**src/design/csem_pkg.sv**
```systemverilog
// Shared types and constants for the counting semaphore table.
// Holds table sizing, command and status codes and the payload structs.
// No dependencies.
`default_nettype none

package csem_pkg;

  // Table sizing
  localparam int NUM_SEMS    = 64;
  localparam int COUNT_WIDTH = 16;
  localparam int ID_W        = $clog2(NUM_SEMS);
  localparam int ENTRY_W     = 2 * COUNT_WIDTH;

  typedef logic [ID_W-1:0]        id_t;
  typedef logic [COUNT_WIDTH-1:0] cnt_t;
  typedef logic [ENTRY_W-1:0]     entry_t;

  localparam cnt_t CNT_MAX = '1;

  typedef enum logic [1:0] {
    OP_CREATE = 2'd0,
    OP_FREE   = 2'd1,
    OP_DOWN   = 2'd2,
    OP_UP     = 2'd3
  } op_t;

  typedef enum logic [2:0] {
    STAT_OK          = 3'd0,
    STAT_BAD_ID      = 3'd1,
    STAT_NOT_ALLOC   = 3'd2,
    STAT_FULL        = 3'd3,
    STAT_DIFFERS     = 3'd4,
    STAT_WOULD_BLOCK = 3'd5,
    STAT_OVERFLOW    = 3'd6
  } status_t;

  typedef enum logic {
    FSM_IDLE,
    FSM_EXEC
  } fsm_t;

  // Command transfer
  typedef struct packed {
    op_t         cmd;
    logic [7:0]  sem_id;
    logic [15:0] load_count;
  } req_t;

  // Result transfer
  typedef struct packed {
    status_t     status;
    logic [5:0]  slot_id;
    logic [15:0] count_after;
  } rsp_t;

  // Update of the in-use bits
  typedef struct packed {
    logic set;
    logic clr;
    id_t  idx;
  } slot_upd_t;

  // View of the in-use bits
  typedef struct packed {
    logic found;
    id_t  free_idx;
    logic bit_at;
  } slot_stat_t;

endpackage

`default_nettype wire

```
**src/design/counting_semaphore_table.sv**
```systemverilog
// Top level of the counting semaphore table.
// Depends on csem_pkg, csem_ram and csem_slot_map.
//
// Usage:
//   A command transfers on a rising edge with start high and busy low. The
//   command struct carries the operation (create, free, down, up), the slot
//   index and the initial count for create.
//   Every command gives exactly one result: rsp is valid for one cycle
//   while done is high. The receiver cannot stall, so it must take rsp in
//   that cycle.
//   done is registered: the result transfers once the command has passed
//   the EXEC state and the done register. busy is high while the command
//   is in the EXEC state, so no new command is taken while one executes.
//   This follows from the read-modify-write of the count RAM: the
//   registered read, then the update and write back.
//   Only one command is in flight, so no forwarding is needed.
//   Counts and initial counts live in one RAM; the in-use bits are flops.
//   Reset clears the in-use bits at once, so the table is usable as soon
//   as reset is released, with no clearing pass. A slot that is not in
//   use reads as zero whatever its RAM word holds.
`default_nettype none

module counting_semaphore_table (
  input  wire logic           clk,
  input  wire logic           rst,
  input  wire logic           start,
  input  wire csem_pkg::req_t req,
  output logic                busy,
  output logic                done,
  output csem_pkg::rsp_t      rsp
);

  import csem_pkg::*;

  fsm_t       state;
  fsm_t       state_next;
  logic       accept;
  logic       exec;

  op_t        op_q;
  id_t        id_q;
  logic       bad_q;
  cnt_t       init_q;

  slot_upd_t  upd;
  slot_stat_t stat;

  logic       ram_we;
  id_t        ram_waddr;
  entry_t     ram_wdata;
  entry_t     ram_rdata;
  cnt_t       cur_cnt;
  cnt_t       cur_init;

  rsp_t       rsp_next;
  logic       done_next;

  assign accept = start && !busy;

  // Next state
  always_comb begin
    state_next = state;
    case (state)
      FSM_IDLE: begin
        if (accept) begin
          state_next = FSM_EXEC;
        end
      end
      FSM_EXEC: begin
        state_next = FSM_IDLE;
      end
      default: begin
        state_next = FSM_IDLE;
      end
    endcase
  end

  // State outputs
  always_comb begin
    case (state)
      FSM_IDLE: begin
        busy = 1'b0;
        exec = 1'b0;
      end
      FSM_EXEC: begin
        busy = 1'b1;
        exec = 1'b1;
      end
      default: begin
        busy = 1'b0;
        exec = 1'b0;
      end
    endcase
  end

  always_ff @(posedge clk) begin
    if (rst) begin
      state <= FSM_IDLE;
    end else begin
      state <= state_next;
    end
  end

  // Capture the command on transfer
  always_ff @(posedge clk) begin
    if (accept) begin
      op_q   <= req.cmd;
      id_q   <= req.sem_id[ID_W-1:0];
      bad_q  <= ({1'b0, req.sem_id} >= 9'(NUM_SEMS));
      init_q <= COUNT_WIDTH'(32'(req.load_count));
    end
  end

  // Count and initial count storage
  csem_ram #(
    .WIDTH (ENTRY_W),
    .DEPTH (NUM_SEMS)
  ) u_ram (
    .clk   (clk),
    .we    (ram_we),
    .waddr (ram_waddr),
    .wdata (ram_wdata),
    .re    (accept),
    .raddr (req.sem_id[ID_W-1:0]),
    .rdata (ram_rdata)
  );

  csem_slot_map u_slot_map (
    .clk    (clk),
    .rst    (rst),
    .upd    (upd),
    .rd_idx (id_q),
    .stat   (stat)
  );

  assign cur_cnt  = ram_rdata[COUNT_WIDTH-1:0];
  assign cur_init = ram_rdata[ENTRY_W-1:COUNT_WIDTH];

  // Modify and write back
  always_comb begin
    upd                  = '0;
    upd.idx              = id_q;
    ram_we               = 1'b0;
    ram_waddr            = id_q;
    ram_wdata            = {cur_init, cur_cnt};
    rsp_next.status      = STAT_OK;
    rsp_next.slot_id     = '0;
    rsp_next.count_after = '0;
    if (exec) begin
      if (op_q == OP_CREATE) begin
        if (stat.found) begin
          upd.set              = 1'b1;
          upd.idx              = stat.free_idx;
          ram_we               = 1'b1;
          ram_waddr            = stat.free_idx;
          ram_wdata            = {init_q, init_q};
          rsp_next.slot_id     = 6'(32'(stat.free_idx));
          rsp_next.count_after = 16'(32'(init_q));
        end else begin
          rsp_next.status = STAT_FULL;
        end
      end else if (bad_q) begin
        rsp_next.status = STAT_BAD_ID;
      end else if (!stat.bit_at) begin
        rsp_next.status = STAT_NOT_ALLOC;
      end else begin
        case (op_q)
          OP_FREE: begin
            if (cur_cnt != cur_init) begin
              rsp_next.status      = STAT_DIFFERS;
              rsp_next.count_after = 16'(32'(cur_cnt));
            end else begin
              upd.clr = 1'b1;
            end
          end
          OP_DOWN: begin
            if (cur_cnt == '0) begin
              rsp_next.status = STAT_WOULD_BLOCK;
            end else begin
              ram_we               = 1'b1;
              ram_wdata            = {cur_init, cur_cnt - COUNT_WIDTH'(1)};
              rsp_next.count_after = 16'(32'(cur_cnt - COUNT_WIDTH'(1)));
            end
          end
          OP_UP: begin
            if (cur_cnt == CNT_MAX) begin
              rsp_next.status      = STAT_OVERFLOW;
              rsp_next.count_after = 16'(32'(cur_cnt));
            end else begin
              ram_we               = 1'b1;
              ram_wdata            = {cur_init, cur_cnt + COUNT_WIDTH'(1)};
              rsp_next.count_after = 16'(32'(cur_cnt + COUNT_WIDTH'(1)));
            end
          end
          default: begin
            rsp_next.status = STAT_OK;
          end
        endcase
      end
    end
  end

  assign done_next = exec;

  // Result register
  always_ff @(posedge clk) begin
    if (rst) begin
      done <= 1'b0;
    end else begin
      done <= done_next;
    end
  end

  always_ff @(posedge clk) begin
    if (exec) begin
      rsp <= rsp_next;
    end
  end

endmodule

`default_nettype wire

```
**src/design/csem_ram.sv**
```systemverilog
// Generic single-write, single-read synchronous RAM with registered read data.
// No dependencies.
`default_nettype none

module csem_ram #(
  parameter int WIDTH = 32,
  parameter int DEPTH = 64
) (
  input  wire logic                     clk,
  input  wire logic                     we,
  input  wire logic [$clog2(DEPTH)-1:0] waddr,
  input  wire logic [WIDTH-1:0]         wdata,
  input  wire logic                     re,
  input  wire logic [$clog2(DEPTH)-1:0] raddr,
  output logic      [WIDTH-1:0]         rdata
);

  logic [WIDTH-1:0] mem [DEPTH];

  // Write port
  always_ff @(posedge clk) begin
    if (we) begin
      mem[waddr] <= wdata;
    end
  end

  // Registered read port
  always_ff @(posedge clk) begin
    if (re) begin
      rdata <= mem[raddr];
    end
  end

endmodule

`default_nettype wire

```
**src/design/csem_slot_map.sv**
```systemverilog
// In-use bit per semaphore slot and the lowest-free-slot encoder.
// Depends on csem_pkg.
`default_nettype none

module csem_slot_map (
  input  wire logic                   clk,
  input  wire logic                   rst,
  input  wire csem_pkg::slot_upd_t    upd,
  input  wire csem_pkg::id_t          rd_idx,
  output csem_pkg::slot_stat_t        stat
);

  import csem_pkg::*;

  logic [NUM_SEMS-1:0] in_use;
  logic [NUM_SEMS-1:0] in_use_next;
  logic [NUM_SEMS-1:0] free_bits;
  logic [NUM_SEMS-1:0] lowest;
  id_t                 free_idx;

  // Apply set and clear
  always_comb begin
    in_use_next = in_use;
    if (upd.set) begin
      in_use_next[upd.idx] = 1'b1;
    end
    if (upd.clr) begin
      in_use_next[upd.idx] = 1'b0;
    end
  end

  always_ff @(posedge clk) begin
    if (rst) begin
      in_use <= '0;
    end else begin
      in_use <= in_use_next;
    end
  end

  // Isolate the lowest free bit, then encode its position
  assign free_bits = ~in_use;
  assign lowest    = free_bits & (~free_bits + NUM_SEMS'(1));

  always_comb begin
    free_idx = '0;
    for (int i = 0; i < NUM_SEMS; i++) begin
      if (lowest[i]) begin
        free_idx = free_idx | ID_W'(i);
      end
    end
  end

  assign stat.found    = |free_bits;
  assign stat.free_idx = free_idx;
  assign stat.bit_at   = in_use[rd_idx];

endmodule

`default_nettype wire

```
**config.mk**
```make
export PLATFORM = sky130hd
export DESIGN_NAME = counting_semaphore_table
export DESIGN_NICKNAME = d
export VERILOG_FILES = /design/src/design/csem_pkg.sv /design/src/design/counting_semaphore_table.sv /design/src/design/csem_ram.sv /design/src/design/csem_slot_map.sv
export SDC_FILE = /design/constraint.sdc
export NUM_CORES = 2
export LEC_CHECK = 0
export BUFFER_PORTS_ARGS = -buffer_cell sky130_fd_sc_hd__buf_2
export CAP_MARGIN = 20
export CORE_UTILIZATION = 50
export DETAILED_ROUTE_END_ITERATION = 10
export PLACE_DENSITY = 0.77
export SYNTH_ARGS = -nofsm -noshare
export SYNTH_HDL_FRONTEND = slang
export SYNTH_SLANG_ARGS = --single-unit
export TNS_END_PERCENT = 10
```
**constraint.sdc**
```tcl
create_clock -name clk -period 12.7 [get_ports clk]
set_input_delay 3.81 -clock clk [delete_from_list [all_inputs] [get_ports clk]]
set_output_delay 3.81 -clock clk [all_outputs]
set_load 0.05 [all_outputs]
```
==> results_dict.tcl <==
set metrics [dict create \
    status "finished clean" \
    critical_path.max_stage_delay_ns 0.84 \
    synth_fp_nets 4180 \
    cp-end-kind "flop" \
    die_area_um2 177000 \
    synth-seq-cells 2196 \
    count_of_flip_flops_with_a_built_in_enable_after_synthesis 2130 \
    maximum_clock_frequency_mhz 140.0 \
    power_leakage_nw 29.95 \
    postSynth.asyncResetShare_pct 0 \
    timing.rr.start "u_slot_map.in_use[25]" \
    final_hold_viol_count 0 \
    holdCritPathClass "flop to flop" \
    regToRegSetupSlack_ns 5.56 \
    cts.root.buffer_cell "sky130_fd_sc_hd__clkbuf_16" \
    wl_per_cell_um 36.96 \
    post_cts.resized_instances 0 \
    slew-limit-headroom_pct 23.55 \
    grt_util_all_layers_pct 28.57 \
    postSynthCellCount 4148 \
    path_delay_family "simple AND/OR/NAND/NOR gates" \
    layout_common_cells "sky130_fd_sc_hd__edfxtp_1 (2,130), sky130_fd_sc_hd__mux4_2 (686), sky130_fd_sc_hd__clkbuf_16 (203)" \
    final.period_utilization_pct 56.26 \
    critical_path_class "flop to flop" \
    cp_num_buf_inv 1 \
    globalRoute.totalOverflow 0 \
    port_buffers 55 \
    slew_of_the_pin_with_the_lowest_slew_margin_ns 1.143 \
    cts-buffers-inserted 203 \
    ys.flop_type "sky130_fd_sc_hd__edfxtp_1" \
    mappedNetlistArea_um2 87640 \
    clock_sinks 2196 \
    final.min_clock_period_ns 7.144 \
    nets 4332 \
    clock_tree.htree_level_count 4 \
    critPathMostFrequentCell "sky130_fd_sc_hd__nand3_1" \
    distinct_cell_type_count_of_the_synthesized_netlist 100 \
    clock_tree_from_tritoncts "built" \
    number_of_warnings_reported_in_the_yosys_synthesis_log 0 \
    worstSkewPairLatency_ns 0.88 \
    number_of_search_and_repair_iterations_in_the_first_detailed_routing_pass 6 \
    dr.first_iter.drc_count 8156 \
    cts-hold-fix-buffers 0 \
    share_of_cells_above_drive_strength_1_pct 29.19 \
    timing.hold.worst_endpoint "u_slot_map.in_use[3]" \
    synth_area_per_cell_um2 21.13 \
    crit_chain "nand3_1 > nor3_1 > nand4_1 > o211ai_4 > nor4b_1 > nand3_1 > nor2b_1 > and3_1 > nand2_1 > nor2_4 > buf_4" \
    r2r_cells 11 \
    setup_skew_ns 0.04565 \
    critPathSlowestCell "sky130_fd_sc_hd__nor2_4" \
    chipWidth_um 420.7 \
    route.detailed.drc 0 \
    vias 47223 \
    row_count 153 \
    layout_commonest_cell "sky130_fd_sc_hd__edfxtp_1" \
    grt_start_max_net_pins 140 \
    crit_required_ns 13.18 \
    synth_sequential_area_ratio_pct 74.49 \
    area_growth_pct 12.06 \
    rr_endpoint "u_ram.mem[59][5]" \
    finalInstanceArea_um2 98210 \
    finalWirelength_um 251300 \
    placed_cell_area_um2 91380 \
    routabilityCongestion 0.8989 \
    cts_setup_buffers 0 \
    via_count_of_the_first_global_routing_pass 46511 \
    worstSetupStartpointType "flop" \
    worstPathMaxFanout 20 \
    dp_hpwl_um 127800 \
    slew_viol_final 0 \
    initial_antenna_violation_count 18 \
    worst_hold_path.num_cells 2 \
    design.core.area_um2 174000 \
    fp.dieH_um 420.7 \
    cts-root-to-sink-buffers 3 \
    setup-tns-final_ns 0 \
    io_pins 56 \
    critPathArrivalTime_ns 7.62 \
    drv_cap 0 \
    holdCritStartpoint "u_slot_map.in_use[3]" \
    global_route_wire_length_before_repair_um 351400 \
    postRouteAntennaNets 0 \
    clk_transition_reported_paths_ns 0.06 \
    drt-vias-per-instance 6.946 \
    setup_viol 0 \
    floorplan.initialDensity_pct 50.36 \
    rsz_0062_raised_after_global_routing "false" \
    vdd.ir_drop.worst_v 0.0001623 \
    power.density_nw_per_um2 153.2 \
]
sequential cells by signal, summed over array words and instances, names as in the netlist:
name,flops
done,1
op_q,2
init_q,16
id_q,6
u_slot_map.in_use,64
state,1
bad_q,1
rsp,25
u_ram.rdata,32
u_ram.mem,2048
kinds of logic (layout without fill, tap and decap cells):
family / after synthesis / after routing / synth area share [%]
fa+ha+maj: 3 / 3 / 0.04284
mux: 706 / 706 / 17.87
flops: 2196 / 2196 / 74.49
compound gates: 323 / 323 / 2.421
xor+xnor: 19 / 19 / 0.1899
buf+inv: 272 / 594 / 1.269
simple gates: 629 / 629 / 3.716
other cells: 0 / 4 / 0
report_power, final:
part,switching [mW],internal (mW),leakage (nW)
combinational,0.569,0.313,7.07
clock,2.76,3.25,3.13
sequential,0.0532,8.10,19.8
cell type report:
class                   count  area (µm²)
fillers                 12008       75810
flip-flops and latches   2196       65280
multi-input cells        1680       21810
clock buffers             247        5259
well taps                2325        2909
repair buffers            189        1645
clock inverters           128        1180
inverters                  30       112.6
diodes                      4       10.01
worst register-to-register path, cell delays in order, from the launching register on:
cell,delay [ns]
sky130_fd_sc_hd__dfxtp_1,0.54
sky130_fd_sc_hd__nand3_1,0.53
sky130_fd_sc_hd__nor3_1,0.60
sky130_fd_sc_hd__nand4_1,0.52
sky130_fd_sc_hd__o211ai_4,0.63
sky130_fd_sc_hd__nor4b_1,0.13
sky130_fd_sc_hd__nand3_1,0.32
sky130_fd_sc_hd__nor2b_1,0.67
sky130_fd_sc_hd__and3_1,0.63
sky130_fd_sc_hd__nand2_1,0.77
sky130_fd_sc_hd__nor2_4,0.85
sky130_fd_sc_hd__buf_4,0.58
metrics by stage:
step,power (mW),hold slack [ns],std cells,util [%],worst slack [ns]
detailed placement,9.133,0.5523,6402,52.51,5.025
global placement,9.102,0.5311,6401,52.50,5.079
floorplan,8.835,0.5060,4148,-,5.162
global route,15.34,0.6068,6796,56.43,5.433
CTS,15.03,0.5604,6777,56.21,5.765
finish,15.04,0.5658,6799,56.44,5.556
per-layer routing:
metal / share of wire (%) / GRT usage (%) / up-vias
li1: - / - / 17865
met4: 4.9 / 12.17 / 6
met3: 13 / 6.524 / 741
met2: 48 / 45.97 / 4183
met5: 0.016 / 0 / -
met1: 34 / 37.63 / 24428
cell usage after synthesis (7+ instances only):
library cell               count  area [µm²]
sky130_fd_sc_hd__inv_1        27       101.4
sky130_fd_sc_hd__a211oi_1     11       82.58
sky130_fd_sc_hd__mux4_2      686       15450
sky130_fd_sc_hd__nand2b_1     10       62.56
sky130_fd_sc_hd__nand4_1      35       219.0
sky130_fd_sc_hd__mux2i_1      13       130.1
sky130_fd_sc_hd__nor3b_1       7       52.55
sky130_fd_sc_hd__nand3_1      55       275.3
sky130_fd_sc_hd__nand4b_1      7       61.31
sky130_fd_sc_hd__and3_1       18       112.6
sky130_fd_sc_hd__or3_1        10       62.56
sky130_fd_sc_hd__nor2_1      191       716.9
sky130_fd_sc_hd__clkbuf_1    143       536.8
sky130_fd_sc_hd__o22ai_1      19       118.9
sky130_fd_sc_hd__nor3_1       77       385.4
sky130_fd_sc_hd__buf_1        54       202.7
sky130_fd_sc_hd__edfxtp_1   2130       63960
sky130_fd_sc_hd__a22oi_1      11       82.58
sky130_fd_sc_hd__nand2_1     121       454.2
sky130_fd_sc_hd__mux2_2        7       78.83
sky130_fd_sc_hd__a21boi_0      9       67.56
sky130_fd_sc_hd__a22o_1        8       70.07
sky130_fd_sc_hd__and2_1        9       56.30
sky130_fd_sc_hd__nor4_1       22       137.6
sky130_fd_sc_hd__buf_2        36       180.2
sky130_fd_sc_hd__a21oi_1     100       500.5
sky130_fd_sc_hd__o21ai_0      71       355.3
sky130_fd_sc_hd__xor2_1       18       157.7
sky130_fd_sc_hd__dfxtp_1      66        1321
sky130_fd_sc_hd__a31oi_1       7       43.79
sky130_fd_sc_hd__o31ai_1       7       52.55
worst max path at each step:
stage	start	end	slack (ns)	cells after the start
floorplan	u_ram.rdata[0]	u_ram.mem[0][14]	5.16	11
global placement	req[16]	u_ram.rdata[0]	5.08	8
detailed placement	req[16]	u_ram.rdata[0]	5.03	8
CTS	u_slot_map.in_use[25]	u_ram.mem[59][22]	5.76	11
global route	u_slot_map.in_use[25]	u_ram.mem[59][22]	5.43	11
finish	u_slot_map.in_use[25]	u_ram.mem[59][5]	5.56	11
(Power assumes the default switching activity.)
